<file path="src/hw/rtl/alb_pkg.sv">
// Shared constants, types and register codes for the audio level bar meter.
package alb_pkg;

   // Default configuration of the strip and the block length
   localparam int LEDS_USED_DEF  = 12;
   localparam int LEDS_TOTAL_DEF = 16;
   localparam int MAX_BLOCK_DEF  = 1024;

   // Field widths
   localparam int SAMPLE_W   = 16;
   localparam int COMP_W     = 8;
   localparam int BRIGHT_W   = 7;
   localparam int LED_NUM_W  = 4;
   localparam int ENTRY_W    = 4;
   localparam int CSR_IDX_W  = 1;
   localparam int RESULT_CAP = 16;

   // One lit LED per LEVEL_DIV of mean magnitude
   localparam int LEVEL_DIV = 1000;

   // Brightness: value * pct / 100, done as a reciprocal multiply.
   // 5243 / 2^19 is exact for every product below 25600.
   localparam int                 PROD_W      = COMP_W + BRIGHT_W;
   localparam int                 RECIP_W     = 13;
   localparam logic [RECIP_W-1:0] RECIP_MUL   = 13'd5243;
   localparam int                 RECIP_SHIFT = 19;
   localparam logic [BRIGHT_W-1:0] BRIGHT_MAX = 7'd100;

   // Input command codes
   localparam logic CMD_SAMPLE = 1'b0;
   localparam logic CMD_COLOUR = 1'b1;

   // Configuration register indexes
   localparam logic [CSR_IDX_W-1:0] CSR_METER_ENABLE = 1'b0;
   localparam logic [CSR_IDX_W-1:0] CSR_BRIGHTNESS   = 1'b1;

   typedef struct packed {
      logic [COMP_W-1:0] red;
      logic [COMP_W-1:0] green;
      logic [COMP_W-1:0] blue;
   } colour_type;

   // Scaler stage controls
   typedef struct packed {
      logic mul_en;
      logic div_en;
      logic lit;
   } scale_ctrl_type;

endpackage

</file>
<file path="src/hw/rtl/alb_colour_mem.sv">
// Colour table memory with one write port, one registered read port and per-entry valid bits.
module alb_colour_mem #(
   parameter int  DEPTH = alb_pkg::LEDS_USED_DEF,
   localparam int IDX_W = (DEPTH > 1) ? $clog2(DEPTH) : 1
) (
   input  logic                clock,
   input  logic                reset,
   input  logic                wr_en,
   input  logic [IDX_W-1:0]    wr_addr,
   input  alb_pkg::colour_type wr_data,
   input  logic                rd_en,
   input  logic [IDX_W-1:0]    rd_addr,
   output alb_pkg::colour_type rd_data
);

   alb_pkg::colour_type mem [DEPTH];
   logic [DEPTH-1:0]    valid_ff;
   alb_pkg::colour_type rd_data_ff;

   always_ff @(posedge clock) begin
      if (wr_en) begin
         mem[wr_addr] <= wr_data;
      end
   end

   always_ff @(posedge clock) begin
      if (reset) begin
         valid_ff <= '0;
      end else if (wr_en) begin
         valid_ff[wr_addr] <= 1'b1;
      end
   end

   // An entry never written since reset reads as black
   always_ff @(posedge clock) begin
      if (rd_en) begin
         rd_data_ff <= valid_ff[rd_addr] ? mem[rd_addr] : '0;
      end
   end

   assign rd_data = rd_data_ff;

endmodule

</file>
<file path="src/hw/rtl/alb_scaler.sv">
// Two-stage brightness scaler for one colour component.
module alb_scaler (
   input  logic                            clock,
   input  alb_pkg::scale_ctrl_type         ctrl,
   input  logic [alb_pkg::COMP_W-1:0]      value,
   input  logic [alb_pkg::BRIGHT_W-1:0]    bright,
   output logic [alb_pkg::COMP_W-1:0]      level
);

   localparam int WIDE_W = alb_pkg::PROD_W + alb_pkg::RECIP_W;

   logic [alb_pkg::PROD_W-1:0] prod_ff;
   logic [alb_pkg::COMP_W-1:0] level_ff;
   logic [WIDE_W-1:0]          wide;

   always_ff @(posedge clock) begin
      if (ctrl.mul_en) begin
         prod_ff <= alb_pkg::PROD_W'(value) * alb_pkg::PROD_W'(bright);
      end
   end

   assign wide = WIDE_W'(prod_ff) * WIDE_W'(alb_pkg::RECIP_MUL);

   // Unlit LEDs drive zero
   always_ff @(posedge clock) begin
      if (ctrl.div_en) begin
         level_ff <= ctrl.lit ?
            wide[alb_pkg::RECIP_SHIFT +: alb_pkg::COMP_W] : '0;
      end
   end

   assign level = level_ff;

endmodule

</file>
<file path="src/hw/rtl/audio_level_bar_meter.sv">
// Audio level bar meter: sums sample magnitudes per block and emits one scaled colour per LED.
// A sample or colour-table write is taken whenever it is offered while req_stall is low. A
// sample carrying the block-end flag (with the meter enabled) starts a frame: a setup step,
// then per LED a colour memory read, brightness multiply, reciprocal scale and output
// register, the output held while the result side stalls; req_stall stays high for the
// whole frame. The block's sample count is never divided out:
// LED k is lit when (k+1) * 1000 * count does not exceed the block's magnitude sum,
// which equals floor(floor(sum / count) / 1000) > k. Configuration writes are always
// taken (csr_ready is tied high); a brightness above 100 saturates to 100. The colour
// table is cleared by reset through per-entry valid bits, with no clearing pass.
module audio_level_bar_meter #(
   parameter int LEDS_USED  = alb_pkg::LEDS_USED_DEF,
   parameter int LEDS_TOTAL = alb_pkg::LEDS_TOTAL_DEF,
   parameter int MAX_BLOCK  = alb_pkg::MAX_BLOCK_DEF
) (
   input  logic                                clock,
   input  logic                                reset,
   // sample / colour write channel
   input  logic                                req_valid,
   output logic                                req_stall,
   input  logic                                req_command,
   input  logic signed [alb_pkg::SAMPLE_W-1:0] req_sample_value,
   input  logic                                req_block_end,
   input  logic [alb_pkg::ENTRY_W-1:0]         req_entry_index,
   input  logic [alb_pkg::COMP_W-1:0]          req_entry_red,
   input  logic [alb_pkg::COMP_W-1:0]          req_entry_green,
   input  logic [alb_pkg::COMP_W-1:0]          req_entry_blue,
   // LED colour channel
   output logic                                rsp_valid,
   input  logic                                rsp_stall,
   output logic [alb_pkg::LED_NUM_W-1:0]       rsp_led_number,
   output logic [alb_pkg::COMP_W-1:0]          rsp_out_red,
   output logic [alb_pkg::COMP_W-1:0]          rsp_out_green,
   output logic [alb_pkg::COMP_W-1:0]          rsp_out_blue,
   output logic                                rsp_frame_last,
   // configuration channel
   input  logic                                csr_valid,
   output logic                                csr_ready,
   input  logic [alb_pkg::CSR_IDX_W-1:0]       csr_index,
   input  logic [alb_pkg::BRIGHT_W-1:0]        csr_data
);

   localparam int IDX_W     = (LEDS_USED > 1) ? $clog2(LEDS_USED) : 1;
   localparam int CNT_W     = $clog2(MAX_BLOCK + 1);
   localparam int SUM_W     = $clog2(64'(MAX_BLOCK) * 64'd32768 + 64'd1);
   localparam int THR_W     = SUM_W + 1;
   localparam int LU_W      = 7;
   localparam int K_W       = alb_pkg::LED_NUM_W;
   localparam int FRAME_RAW = (LEDS_USED > LEDS_TOTAL) ? LEDS_USED : LEDS_TOTAL;
   localparam int FRAME_LEN = (FRAME_RAW > alb_pkg::RESULT_CAP) ?
                              alb_pkg::RESULT_CAP : FRAME_RAW;

   typedef enum logic [5:0] {
      S_IDLE = 6'b000001,
      S_STEP = 6'b000010,
      S_READ = 6'b000100,
      S_MUL  = 6'b001000,
      S_DIV  = 6'b010000,
      S_OUT  = 6'b100000
   } state_type;

   state_type                    state_ff, state_in;
   logic                         enable_ff, enable_in;
   logic [alb_pkg::BRIGHT_W-1:0] bright_ff, bright_in;
   logic [SUM_W-1:0]             sum_ff, sum_in;
   logic [CNT_W-1:0]             cnt_ff, cnt_in;
   logic [SUM_W-1:0]             frame_sum_ff, frame_sum_in;
   logic [CNT_W-1:0]             frame_cnt_ff, frame_cnt_in;
   logic [THR_W-1:0]             step_ff, step_in;
   logic [THR_W-1:0]             thr_ff, thr_in;
   logic                         lit_ok_ff, lit_ok_in;
   logic                         lit_ff, lit_in;
   logic [K_W-1:0]               k_ff, k_in;
   logic                         rsp_valid_ff, rsp_valid_in;
   logic [K_W-1:0]               led_num_ff, led_num_in;
   logic                         last_ff, last_in;

   logic                         req_xfer;
   logic                         rsp_xfer;
   logic                         sample_xfer;
   logic                         colour_xfer;
   logic [alb_pkg::SAMPLE_W-1:0] mag;
   logic [SUM_W-1:0]             sum_acc;
   logic [CNT_W-1:0]             cnt_acc;
   logic [THR_W-1:0]             sum_ext;
   logic [THR_W-1:0]             step_val;
   logic                         k_fits;
   logic                         lit_now;
   logic [IDX_W+K_W-1:0]         k_wide;
   logic [IDX_W+alb_pkg::ENTRY_W-1:0] wr_wide;
   logic                         wr_en;
   logic                         rd_en;
   logic [IDX_W-1:0]             rd_addr;
   alb_pkg::colour_type          wr_data;
   alb_pkg::colour_type          rd_data;
   alb_pkg::scale_ctrl_type      scale_ctrl;

   assign req_stall   = (state_ff != S_IDLE);
   assign req_xfer    = req_valid && !req_stall;
   assign rsp_xfer    = rsp_valid_ff && !rsp_stall;
   assign sample_xfer = req_xfer && (req_command == alb_pkg::CMD_SAMPLE) && enable_ff;
   assign colour_xfer = req_xfer && (req_command == alb_pkg::CMD_COLOUR);
   assign csr_ready   = 1'b1;

   // Magnitude of a two's complement sample; the most negative one gives 32768
   assign mag = req_sample_value[alb_pkg::SAMPLE_W-1] ?
                (~req_sample_value + 1'b1) : req_sample_value;

   // Add the sample unless the block is already full
   always_comb begin
      sum_acc = sum_ff;
      cnt_acc = cnt_ff;
      if (cnt_ff < CNT_W'(MAX_BLOCK)) begin
         sum_acc = sum_ff + SUM_W'(mag);
         cnt_acc = cnt_ff + 1'b1;
      end
   end

   // Colour table write port
   assign wr_wide = {{IDX_W{1'b0}}, req_entry_index};
   assign wr_en   = colour_xfer && (wr_wide < (IDX_W + alb_pkg::ENTRY_W)'(LEDS_USED));
   assign wr_data = '{red: req_entry_red, green: req_entry_green, blue: req_entry_blue};

   // LED sweep decisions
   assign k_wide   = {{IDX_W{1'b0}}, k_ff};
   assign k_fits   = ({{(LU_W - K_W){1'b0}}, k_ff} < LU_W'(LEDS_USED));
   assign rd_addr  = k_fits ? k_wide[IDX_W-1:0] : '0;
   assign rd_en    = (state_ff == S_READ);
   assign sum_ext  = {1'b0, frame_sum_ff};
   assign step_val = THR_W'(frame_cnt_ff) * THR_W'(alb_pkg::LEVEL_DIV);
   assign lit_now  = lit_ok_ff && (thr_ff <= sum_ext) && k_fits;

   always_comb begin
      state_in     = state_ff;
      enable_in    = enable_ff;
      bright_in    = bright_ff;
      sum_in       = sum_ff;
      cnt_in       = cnt_ff;
      frame_sum_in = frame_sum_ff;
      frame_cnt_in = frame_cnt_ff;
      step_in      = step_ff;
      thr_in       = thr_ff;
      lit_ok_in    = lit_ok_ff;
      lit_in       = lit_ff;
      k_in         = k_ff;
      rsp_valid_in = rsp_valid_ff;
      led_num_in   = led_num_ff;
      last_in      = last_ff;

      if (csr_valid && csr_ready) begin
         case (csr_index)
            alb_pkg::CSR_METER_ENABLE: enable_in = csr_data[0];
            alb_pkg::CSR_BRIGHTNESS: begin
               bright_in = (csr_data > alb_pkg::BRIGHT_MAX) ? alb_pkg::BRIGHT_MAX : csr_data;
            end
            default: ;
         endcase
      end

      case (state_ff)
         S_IDLE: begin
            if (sample_xfer) begin
               if (req_block_end) begin
                  frame_sum_in = sum_acc;
                  frame_cnt_in = cnt_acc;
                  sum_in       = '0;
                  cnt_in       = '0;
                  state_in     = S_STEP;
               end else begin
                  sum_in = sum_acc;
                  cnt_in = cnt_acc;
               end
            end
         end
         S_STEP: begin
            step_in   = step_val;
            thr_in    = step_val;
            lit_ok_in = (frame_cnt_ff != '0);
            k_in      = '0;
            state_in  = S_READ;
         end
         S_READ: begin
            // Once a threshold is missed every later LED stays dark
            lit_in = lit_now;
            if (lit_now) begin
               thr_in = thr_ff + step_ff;
            end else begin
               lit_ok_in = 1'b0;
            end
            state_in = S_MUL;
         end
         S_MUL: begin
            state_in = S_DIV;
         end
         S_DIV: begin
            rsp_valid_in = 1'b1;
            led_num_in   = k_ff;
            last_in      = (k_ff == K_W'(FRAME_LEN - 1));
            state_in     = S_OUT;
         end
         S_OUT: begin
            if (rsp_xfer) begin
               rsp_valid_in = 1'b0;
               if (last_ff) begin
                  state_in = S_IDLE;
               end else begin
                  k_in     = k_ff + 1'b1;
                  state_in = S_READ;
               end
            end
         end
         default: begin
            state_in = S_IDLE;
         end
      endcase
   end

   always_ff @(posedge clock) begin
      if (reset) begin
         state_ff     <= S_IDLE;
         enable_ff    <= 1'b0;
         bright_ff    <= alb_pkg::BRIGHT_MAX;
         sum_ff       <= '0;
         cnt_ff       <= '0;
         lit_ok_ff    <= 1'b0;
         lit_ff       <= 1'b0;
         k_ff         <= '0;
         rsp_valid_ff <= 1'b0;
         last_ff      <= 1'b0;
      end else begin
         state_ff     <= state_in;
         enable_ff    <= enable_in;
         bright_ff    <= bright_in;
         sum_ff       <= sum_in;
         cnt_ff       <= cnt_in;
         lit_ok_ff    <= lit_ok_in;
         lit_ff       <= lit_in;
         k_ff         <= k_in;
         rsp_valid_ff <= rsp_valid_in;
         last_ff      <= last_in;
      end
   end

   always_ff @(posedge clock) begin
      frame_sum_ff <= frame_sum_in;
      frame_cnt_ff <= frame_cnt_in;
      step_ff      <= step_in;
      thr_ff       <= thr_in;
      led_num_ff   <= led_num_in;
   end

   alb_colour_mem #(
      .DEPTH (LEDS_USED)
   ) u_colour_mem (
      .clock   (clock),
      .reset   (reset),
      .wr_en   (wr_en),
      .wr_addr (wr_wide[IDX_W-1:0]),
      .wr_data (wr_data),
      .rd_en   (rd_en),
      .rd_addr (rd_addr),
      .rd_data (rd_data)
   );

   assign scale_ctrl = '{mul_en: (state_ff == S_MUL), div_en: (state_ff == S_DIV), lit: lit_ff};

   alb_scaler u_scale_red (
      .clock  (clock),
      .ctrl   (scale_ctrl),
      .value  (rd_data.red),
      .bright (bright_ff),
      .level  (rsp_out_red)
   );

   alb_scaler u_scale_green (
      .clock  (clock),
      .ctrl   (scale_ctrl),
      .value  (rd_data.green),
      .bright (bright_ff),
      .level  (rsp_out_green)
   );

   alb_scaler u_scale_blue (
      .clock  (clock),
      .ctrl   (scale_ctrl),
      .value  (rd_data.blue),
      .bright (bright_ff),
      .level  (rsp_out_blue)
   );

   assign rsp_valid      = rsp_valid_ff;
   assign rsp_led_number = led_num_ff;
   assign rsp_frame_last = last_ff;

   // A result is only offered from the output state
   a_rsp_in_out_state: assert property (@(posedge clock) disable iff (reset)
      rsp_valid_ff |-> (state_ff == S_OUT))
      else $error("result offered outside the output state");

   // Input is never taken while a result is pending
   a_no_accept_during_frame: assert property (@(posedge clock) disable iff (reset)
      rsp_valid_ff |-> req_stall)
      else $error("input open while a result is pending");

   // The last LED's transfer reopens the input
   a_frame_end_idle: assert property (@(posedge clock) disable iff (reset)
      (rsp_xfer && last_ff) |=> !req_stall)
      else $error("input still closed after the final LED");

   // A block-end sample starts a frame
   a_block_end_starts_frame: assert property (@(posedge clock) disable iff (reset)
      (sample_xfer && req_block_end) |=> req_stall)
      else $error("block end did not start a frame");

endmodule

</file>
<file path="config.mk">
export PLATFORM = sky130hd
export DESIGN_NAME = audio_level_bar_meter
export DESIGN_NICKNAME = d
export VERILOG_FILES = /design/src/hw/rtl/alb_pkg.sv /design/src/hw/rtl/alb_colour_mem.sv /design/src/hw/rtl/alb_scaler.sv /design/src/hw/rtl/audio_level_bar_meter.sv
export SDC_FILE = /design/constraint.sdc
export NUM_CORES = 2
export LEC_CHECK = 0
export ABC_AREA = 0
export BUFFER_PORTS_ARGS = -buffer_cell sky130_fd_sc_hd__buf_2
export CAP_MARGIN = 30
export CORE_ASPECT_RATIO = 1.1
export CORE_MARGIN = 2
export CORE_UTILIZATION = 65
export DETAILED_ROUTE_END_ITERATION = 10
export PLACE_DENSITY = 0.82
export REMOVE_ABC_BUFFERS = 1
export SLEW_MARGIN = 15
export SYNTH_ARGS = -nofsm -noshare
export SYNTH_HDL_FRONTEND = slang
export SYNTH_HIERARCHICAL = 1
export SYNTH_SLANG_ARGS = --single-unit
</file>
<file path="constraint.sdc">
create_clock -name clock -period 14.7 [get_ports clock]
set_input_delay 4.41 -clock clock [delete_from_list [all_inputs] [get_ports clock]]
set_output_delay 4.41 -clock clock [all_outputs]
set_load 0.05 [all_outputs]
</file>
After elaboration in Yosys (flattened, before gate mapping)
Memories as Yosys holds them, arrays and structs flattened. A register that Yosys moved wholly into a read port is not among the register bits.
Cells that the tools add are included.
{ "word_totals": {"ff_bits": 226, "latchBits": 0, "ramBits": 288, "mem_bits_ro": 0, "inputBits": 59, "out_inout_bits": 32, "wordCells": 113, "n_memories": 1} }
{ "memory_table": {"columns": ["name", "depth", "word_bits", "read_ports", "rd_ports_with_merged_regs", "write_ports", "line_no", "source"], "rows": [
  ["u_colour_mem.mem", 12, 24, 1, 1, 1, "alb_colour_mem.sv:16", "alb_pkg::colour_type mem [DEPTH];"]
]} }
{ "op_classes": {"addsub": 5, "mul": 7, "n_div": 0, "n_lt_le_gt_ge": 8, "n_eq_ne": 14, "shift": 0, "n_mux": 27, "bitwise_logic": 4, "n_reduce_logical": 25} }
{ "ops": {"columns": ["operator", "n"], "rows": [
  ["15-bit by 13-bit multiplier with 27-bit output (second input constant)", 3],
  ["27-bit one-hot mux with 2 select lines", 1],
  ["26-bit 2-to-1 mux", 2],
  ["8-bit by 7-bit multiplier with 15-bit output", 3],
  ["6-bit one-hot mux with 6 select lines", 1],
  ["27-bit by 21-bit adder with 27-bit output", 1],
  ["27-bit by 26-bit less-or-equal comparator with 1-bit output", 1],
  ["27-bit 2-to-1 mux", 1],
  ["26-bit by 16-bit adder with 26-bit output", 1],
  ["11-bit 2-to-1 mux", 2],
  ["11-bit by 7-bit multiplier with 18-bit output (second input constant)", 1],
  ["6-bit 2-to-1 mux", 3],
  ["16-bit by 1-bit adder with 16-bit output (second input constant)", 1],
  ["16-bit 2-to-1 mux", 1],
  ["16-bit inverter", 1],
  ["4-bit 2-to-1 mux", 3],
  ["2-bit != test (second input constant)", 6],
  ["12-bit OR", 1],
  ["2-bit AND reduction", 6],
  ["11-bit by 1-bit adder with 11-bit output (second input constant)", 1],
  ["11-bit < comparator (second input constant)", 1],
  ["11-bit nonzero test", 1],
  ["4-bit by 5-bit < comparator with 1-bit output (second input constant)", 2],
  ["1-bit logical AND", 9],
  ["23 further kinds", 37]
]} }

Depth between registers and ports, before layout
{ "depth": {"ltp_word": 7, "depth_mapped": 17, "depth_no_buf": 17} }

Cells and area by module
Netlist, hierarchy kept.
{ "by_module_without_submodules": {"columns": ["mod", "instances", "cells_each", "area_per_inst_um2", "seq_area_each_um2"], "rows": [
  ["alb_colour_mem", 1, 546, 12085.3, 9609.2],
  ["audio_level_bar_meter", 1, 1110, 10421.2, 3673.5],
  ["alb_scaler (u_scale_green)", 1, 632, 6179.7, 690.7],
  ["alb_scaler (u_scale_red)", 1, 602, 6023.3, 690.7],
  ["alb_scaler (u_scale_blue)", 1, 591, 5933.2, 690.7]
]} }

Least setup slack after synthesis
No wires, ideal clock.
{ "synth_timing": {"path_type": "input to register", "start": "input req_sample_value[7] in the netlist's numbering", "end": "register sum_ff[25]", "setup_ns": 0.062, "arrival_ns": 7.490, "required_time_ns": 14.638, "slack_ns": 7.148, "path_stages": 13, "path_buffers": 1, "path_cell_list": "or4_1 > or4_1 > o31ai_1 > xnor2_1 > ha_1 > o21ai_1 > nand2b_1 > buf_1 > nand3_1 > a21oi_1 > a21oi_2 > or4_1 > nand3_1"} }
{ "synth_via": {"elab_chain_len": 6} }
{ "synth_rtl": {"columns": ["item", "line_no", "source"], "rows": [
  ["start: declaration", "audio_level_bar_meter.sv:22", "input logic signed [alb_pkg::SAMPLE_W-1:0] req_sample_value,"],
  ["16-bit inverter", "audio_level_bar_meter.sv:107", "(~req_sample_value + 1'b1) : req_sample_value;"],
  ["16-bit by 1-bit adder with 16-bit output", "audio_level_bar_meter.sv:107", null],
  ["16-bit 2-to-1 mux *", "audio_level_bar_meter.sv:106", "assign mag = req_sample_value[alb_pkg::SAMPLE_W-1] ?"],
  ["26-bit by 16-bit adder with 26-bit output *", "audio_level_bar_meter.sv:114", "sum_acc = sum_ff + SUM_W'(mag);"],
  ["26-bit 2-to-1 mux *", "audio_level_bar_meter.sv:113", "if (cnt_ff < CNT_W'(MAX_BLOCK)) begin"],
  ["26-bit 2-to-1 mux *", "audio_level_bar_meter.sv:163", "if (req_block_end) begin"],
  ["end signal: assignment", "audio_level_bar_meter.sv:234", "sum_ff <= sum_in;"],
  ["end: declaration", "audio_level_bar_meter.sv:65", "logic [SUM_W-1:0] sum_ff, sum_in;"]
]} }
Mark *: on every way between the ends. The rest lies on a longest branch, timed or not.
A chain may end at the register's enable or synchronous reset.

Final worst setup path
{ "layout_timing": {"start": "input req_sample_value[7] in the netlist's numbering", "end": "register sum_ff[24]"} }
The elaborated chain is that of the path after synthesis.

==> summary by stage <==
Outcome
The flow ran to the end, and the final reports show no timing, DRC or antenna violations.

Timing
The number of endpoints failing setup at the final stage is 0. The fraction of the cycle the final worst path needs is 0.501. The hold violation count in the final report is 0. The final worst clock skew is around 0.080 ns. Setup repair after global routing left no endpoint under its margin. Static timing analysis puts the maximum clock frequency at 136 MHz.

In this run the tightest slew margin relative to its limit is 0.289. The worst setup margin is ~7.3 ns. Counting I/O delays and the setup requirement, the final critical path takes ~7.4 ns. Across all hold checks on the routed design, the worst slack comes to between 0.4 and 0.5 ns. At the pin with the least slew margin, the transition time is between 1 and 1.5 ns.

After routing, the total negative slack on setup checks comes to 0 ns. The max-slew violation count is 0.

Routing
The number of search-and-repair iterations in the first detailed-routing pass is 5. Dividing the detail-routed via count by the number of cells gives a little under 6. Detailed routing inserted a total of around 27000 vias. After detailed routing, the total wire length is ~87000 um.

In the final routed layout, each cell accounts on average for 19.4 um. In the routed design, unresolved DRC markers number 0. In this run, the number of DRC markers left after iteration 0 of detailed routing was approximately 2000. The post-route antenna net violation count is 0.

Synthesis
The most used flip-flop cell after synthesis is sky130_fd_sc_hd__edfxtp_1. The mean instance size in the synthesized netlist is 11.7 um2. Counting flops and latches in the post-synthesis netlist gives between 500 and 600. In this run, synthesis inferred 464 flip-flops with an integrated enable.

The cell area after synthesis is 40600 um2. In this run, distinct cell masters in the synthesized netlist total 95. For this run, asynchronously set or reset flops after synthesis account for 0. Of the synthesized area, sequential elements account for 0.378. Synthesis produced a netlist whose cell count is between 3000 and 4000. The count of yosys warnings during synthesis is 6.

Global routing
The global-route congestion overflow total is 0. The global-route usage over all layers is 0.277. The number of global-route vias before repair is roughly 28000. The initial antenna violation count came to 3. The largest net degree at the start of global routing is 51. The wire length of the first global-routing pass is 142000 um.

Power and ir drop
Dividing total power by cell area gives a power density of about 87 nW/um2. Across the VDD grid, the largest voltage drop is between 0.0001 and 0.00015 V. Overall power consumption after layout is estimated at ~3.8 mW. In this run the static leakage power is roughly 19 nW.

Critical path
At the worst endpoint, the required time is between 15 and 20 ns. STA classifies the critical path endpoint as a register. The signal on the critical path passes through buf_2 > or4_1 > or3_1 > nand2_1 > xnor2_1 > ha_1 > a21oi_1 > o311a_1 > nor3b_2 > a211oi_2 > nor3_2 > nor3_1 > o311ai_1. The worst setup path is launched from an input pin. For this run, the slowest stage of the critical path takes 0.54 ns.

The top fanout value on the critical path is 10. The worst setup path category is input pin to register. In this design, the largest share of critical-path delay is due to simple AND/OR/NAND/NOR gates. The minimum setup slack among reg-to-reg paths is 9.13 ns. Together, buffers and inverters on the worst path number 1. The critical-path cell with the highest stage delay is sky130_fd_sc_hd__or4_1. The signal arrival time at the worst endpoint is between 7 and 8 ns.

Cells and area
The fraction of layout instances using a drive strength above 1 is 0.0928. The total number of nets in the final design is around 4500. The post-synthesis to final-layout area growth is 8.49%.

Place
The HPWL after detailed placement is just over 60000 um. The final RePlAce weighted congestion is 0.887. The count of input and output buffers is 89. Before CTS, the worst setup slack after placement is 6.78 ns.

CTS
In this run the number of H-tree levels came out at 2. The insertion delay to the later sink of the worst-skew pair is between 0.6 and 0.7 ns. Post-CTS repair changed the size of 0 cells. The number of buffers on the longest clock path is 3. The number of hold buffers added after CTS is 0. In this run, CTS created clock tree buffers numbering 55. The root cell of the clock tree is sky130_fd_sc_hd__clkbuf_16. The post-CTS repair timing setup buffer count is 0. Counting every sink on the clock net gives between 500 and 600. The TritonCTS clock tree is yes. Clock-pin slew was measured on the worst setup and hold paths at about 0.07 ns.

Hold path
The type of the tightest min-delay check is register to register.

Job
Max-cap violations in this run came to 0.

Die
The vertical die dimension is around 270 um. For this configuration, the core starts out at a cell density of 0.654. In this run the core area contains 96 standard-cell rows. The floorplan step set the die width to ~240 um. The overall die area is about 65000 um2.

During I/O placement, the number of pins put on the boundary was 91. The core region area is 62100 um2.
## layout by cell type, fill, tap and decap left out, types with 25 or more instances in the layout
cell type / n
sky130_fd_sc_hd__dfxtp_1: 71
sky130_fd_sc_hd__edfxtp_1: 464
sky130_fd_sc_hd__o21ai_0: 90
sky130_fd_sc_hd__buf_4: 29
sky130_fd_sc_hd__nand2_1: 237
sky130_fd_sc_hd__mux4_2: 74
sky130_fd_sc_hd__xor2_1: 38
sky130_fd_sc_hd__ha_1: 501
sky130_fd_sc_hd__buf_2: 89
sky130_fd_sc_hd__nor3_1: 41
sky130_fd_sc_hd__nor2_1: 127
sky130_fd_sc_hd__xnor2_1: 78
sky130_fd_sc_hd__and3_1: 25
sky130_fd_sc_hd__fa_1: 327
sky130_fd_sc_hd__and2_1: 100
sky130_fd_sc_hd__a21oi_1: 145
sky130_fd_sc_hd__inv_1: 611
sky130_fd_sc_hd__a22oi_1: 35
sky130_fd_sc_hd__clkbuf_16: 55
sky130_fd_sc_hd__a21o_1: 35
sky130_fd_sc_hd__nand3_1: 48
## sequential cells by signal (all words and copies together), names as in the netlist, 15 cells and up
register / flops
u_colour_mem/mem: 288
frame_sum_ff: 26
sum_ff: 26
thr_ff: 24
u_colour_mem/rd_data: 24
step_ff: 18
u_scale_blue/prod_ff: 15
u_scale_green/prod_ff: 15
u_scale_red/prod_ff: 15
## worst reg2reg max path, stage by stage (launching register included)
cell,delay [ns]
sky130_fd_sc_hd__edfxtp_1,0.56
sky130_fd_sc_hd__fa_1,0.54
sky130_fd_sc_hd__ha_1,0.29
sky130_fd_sc_hd__inv_1,0.05
sky130_fd_sc_hd__fa_1,0.47
sky130_fd_sc_hd__inv_1,0.06
sky130_fd_sc_hd__fa_1,0.54
sky130_fd_sc_hd__inv_1,0.06
sky130_fd_sc_hd__fa_1,0.54
sky130_fd_sc_hd__inv_1,0.04
sky130_fd_sc_hd__ha_1,0.35
sky130_fd_sc_hd__a2111oi_2,0.33
sky130_fd_sc_hd__a211oi_1,0.11
sky130_fd_sc_hd__a2111oi_2,0.30
sky130_fd_sc_hd__a31oi_1,0.26
sky130_fd_sc_hd__and4b_1,0.26
sky130_fd_sc_hd__or4_1,0.49
## per-layer routing
layer  vias to the layer above  track usage  share of wire
li1                      12300            -              -
met1                     13200        0.360           0.40
met2                       988        0.489           0.51
met3                       174       0.0356          0.066
met4                         4       0.0854          0.027
met5                         -            0        0.00034
## cell usage after synthesis (23+ instances only)
cell type	number	area, um2
sky130_fd_sc_hd__xnor2_1	78	683
sky130_fd_sc_hd__and3_1	25	156
sky130_fd_sc_hd__o21ai_0	90	450
sky130_fd_sc_hd__edfxtp_1	464	13900
sky130_fd_sc_hd__nand3_1	48	240
sky130_fd_sc_hd__or3_1	23	144
sky130_fd_sc_hd__a21o_1	35	263
sky130_fd_sc_hd__clkbuf_1	36	135
sky130_fd_sc_hd__nor2_1	138	518
sky130_fd_sc_hd__nand2_1	237	890
sky130_fd_sc_hd__mux4_2	74	1670
sky130_fd_sc_hd__a21oi_1	145	726
sky130_fd_sc_hd__inv_1	612	2300
sky130_fd_sc_hd__and2_1	101	632
sky130_fd_sc_hd__dfxtp_1	71	1420
sky130_fd_sc_hd__ha_1	501	6270
sky130_fd_sc_hd__fa_1	327	6550
sky130_fd_sc_hd__o21a_1	24	180
sky130_fd_sc_hd__xor2_1	38	333
sky130_fd_sc_hd__nor3_1	44	220
sky130_fd_sc_hd__a22oi_1	35	263
## power breakdown
group,internal (mW),switching [mW]
registers,1.69,0.00455
logic,0.319,0.419
clock network,0.775,0.617
total,2.78,1.04
## per-stage QoR
stage | utilization | instances | cell area (um2)
after floorplan | - | 3423 | 40300
after global placement | 0.678 | 4374 | 42100
after detailed placement | 0.680 | 4379 | 42200
after CTS | 0.709 | 4483 | 44000
after global routing | 0.710 | 4486 | 44100
final | 0.710 | 4488 | 44100
## path summary, 6_finish.rpt
check,from,depth (start not counted),to
max,req_sample_value[7],13,sum_ff[24]
min,u_colour_mem/valid_ff[6],2,u_colour_mem/valid_ff[6]
max reg2reg,u_scale_green/prod_ff[10],16,u_scale_green/level[6]
min reg2reg,u_colour_mem/valid_ff[6],2,u_colour_mem/valid_ff[6]
## kinds of logic after synthesis
family                   Yosys count  synth area share
buffers and inverters            673            0.0641
flip-flops                       535             0.378
other                              1         0.0000923
multiplexers                      94            0.0465
adder cells (fa/ha/maj)          828             0.315
AO/OA/AOI/OAI                    498            0.0811
AND/OR/NAND/NOR                  736            0.0901
XOR/XNOR                         116            0.0250
## area by class of cell
| class | count | area (um2) |
|---|---|---|
| clock inverters | 41 | 389 |
| well taps | 833 | 1040 |
| fillers | 4208 | 18000 |
| flip-flops and latches | 535 | 15400 |
| repair buffers | 126 | 823 |
| multi-input cells | 2273 | 22700 |
| diodes | 2 | 5.00 |
| inverters | 615 | 2310 |
| clock buffers | 63 | 1430 |
Note: power is estimated with default switching activity, not from simulation.
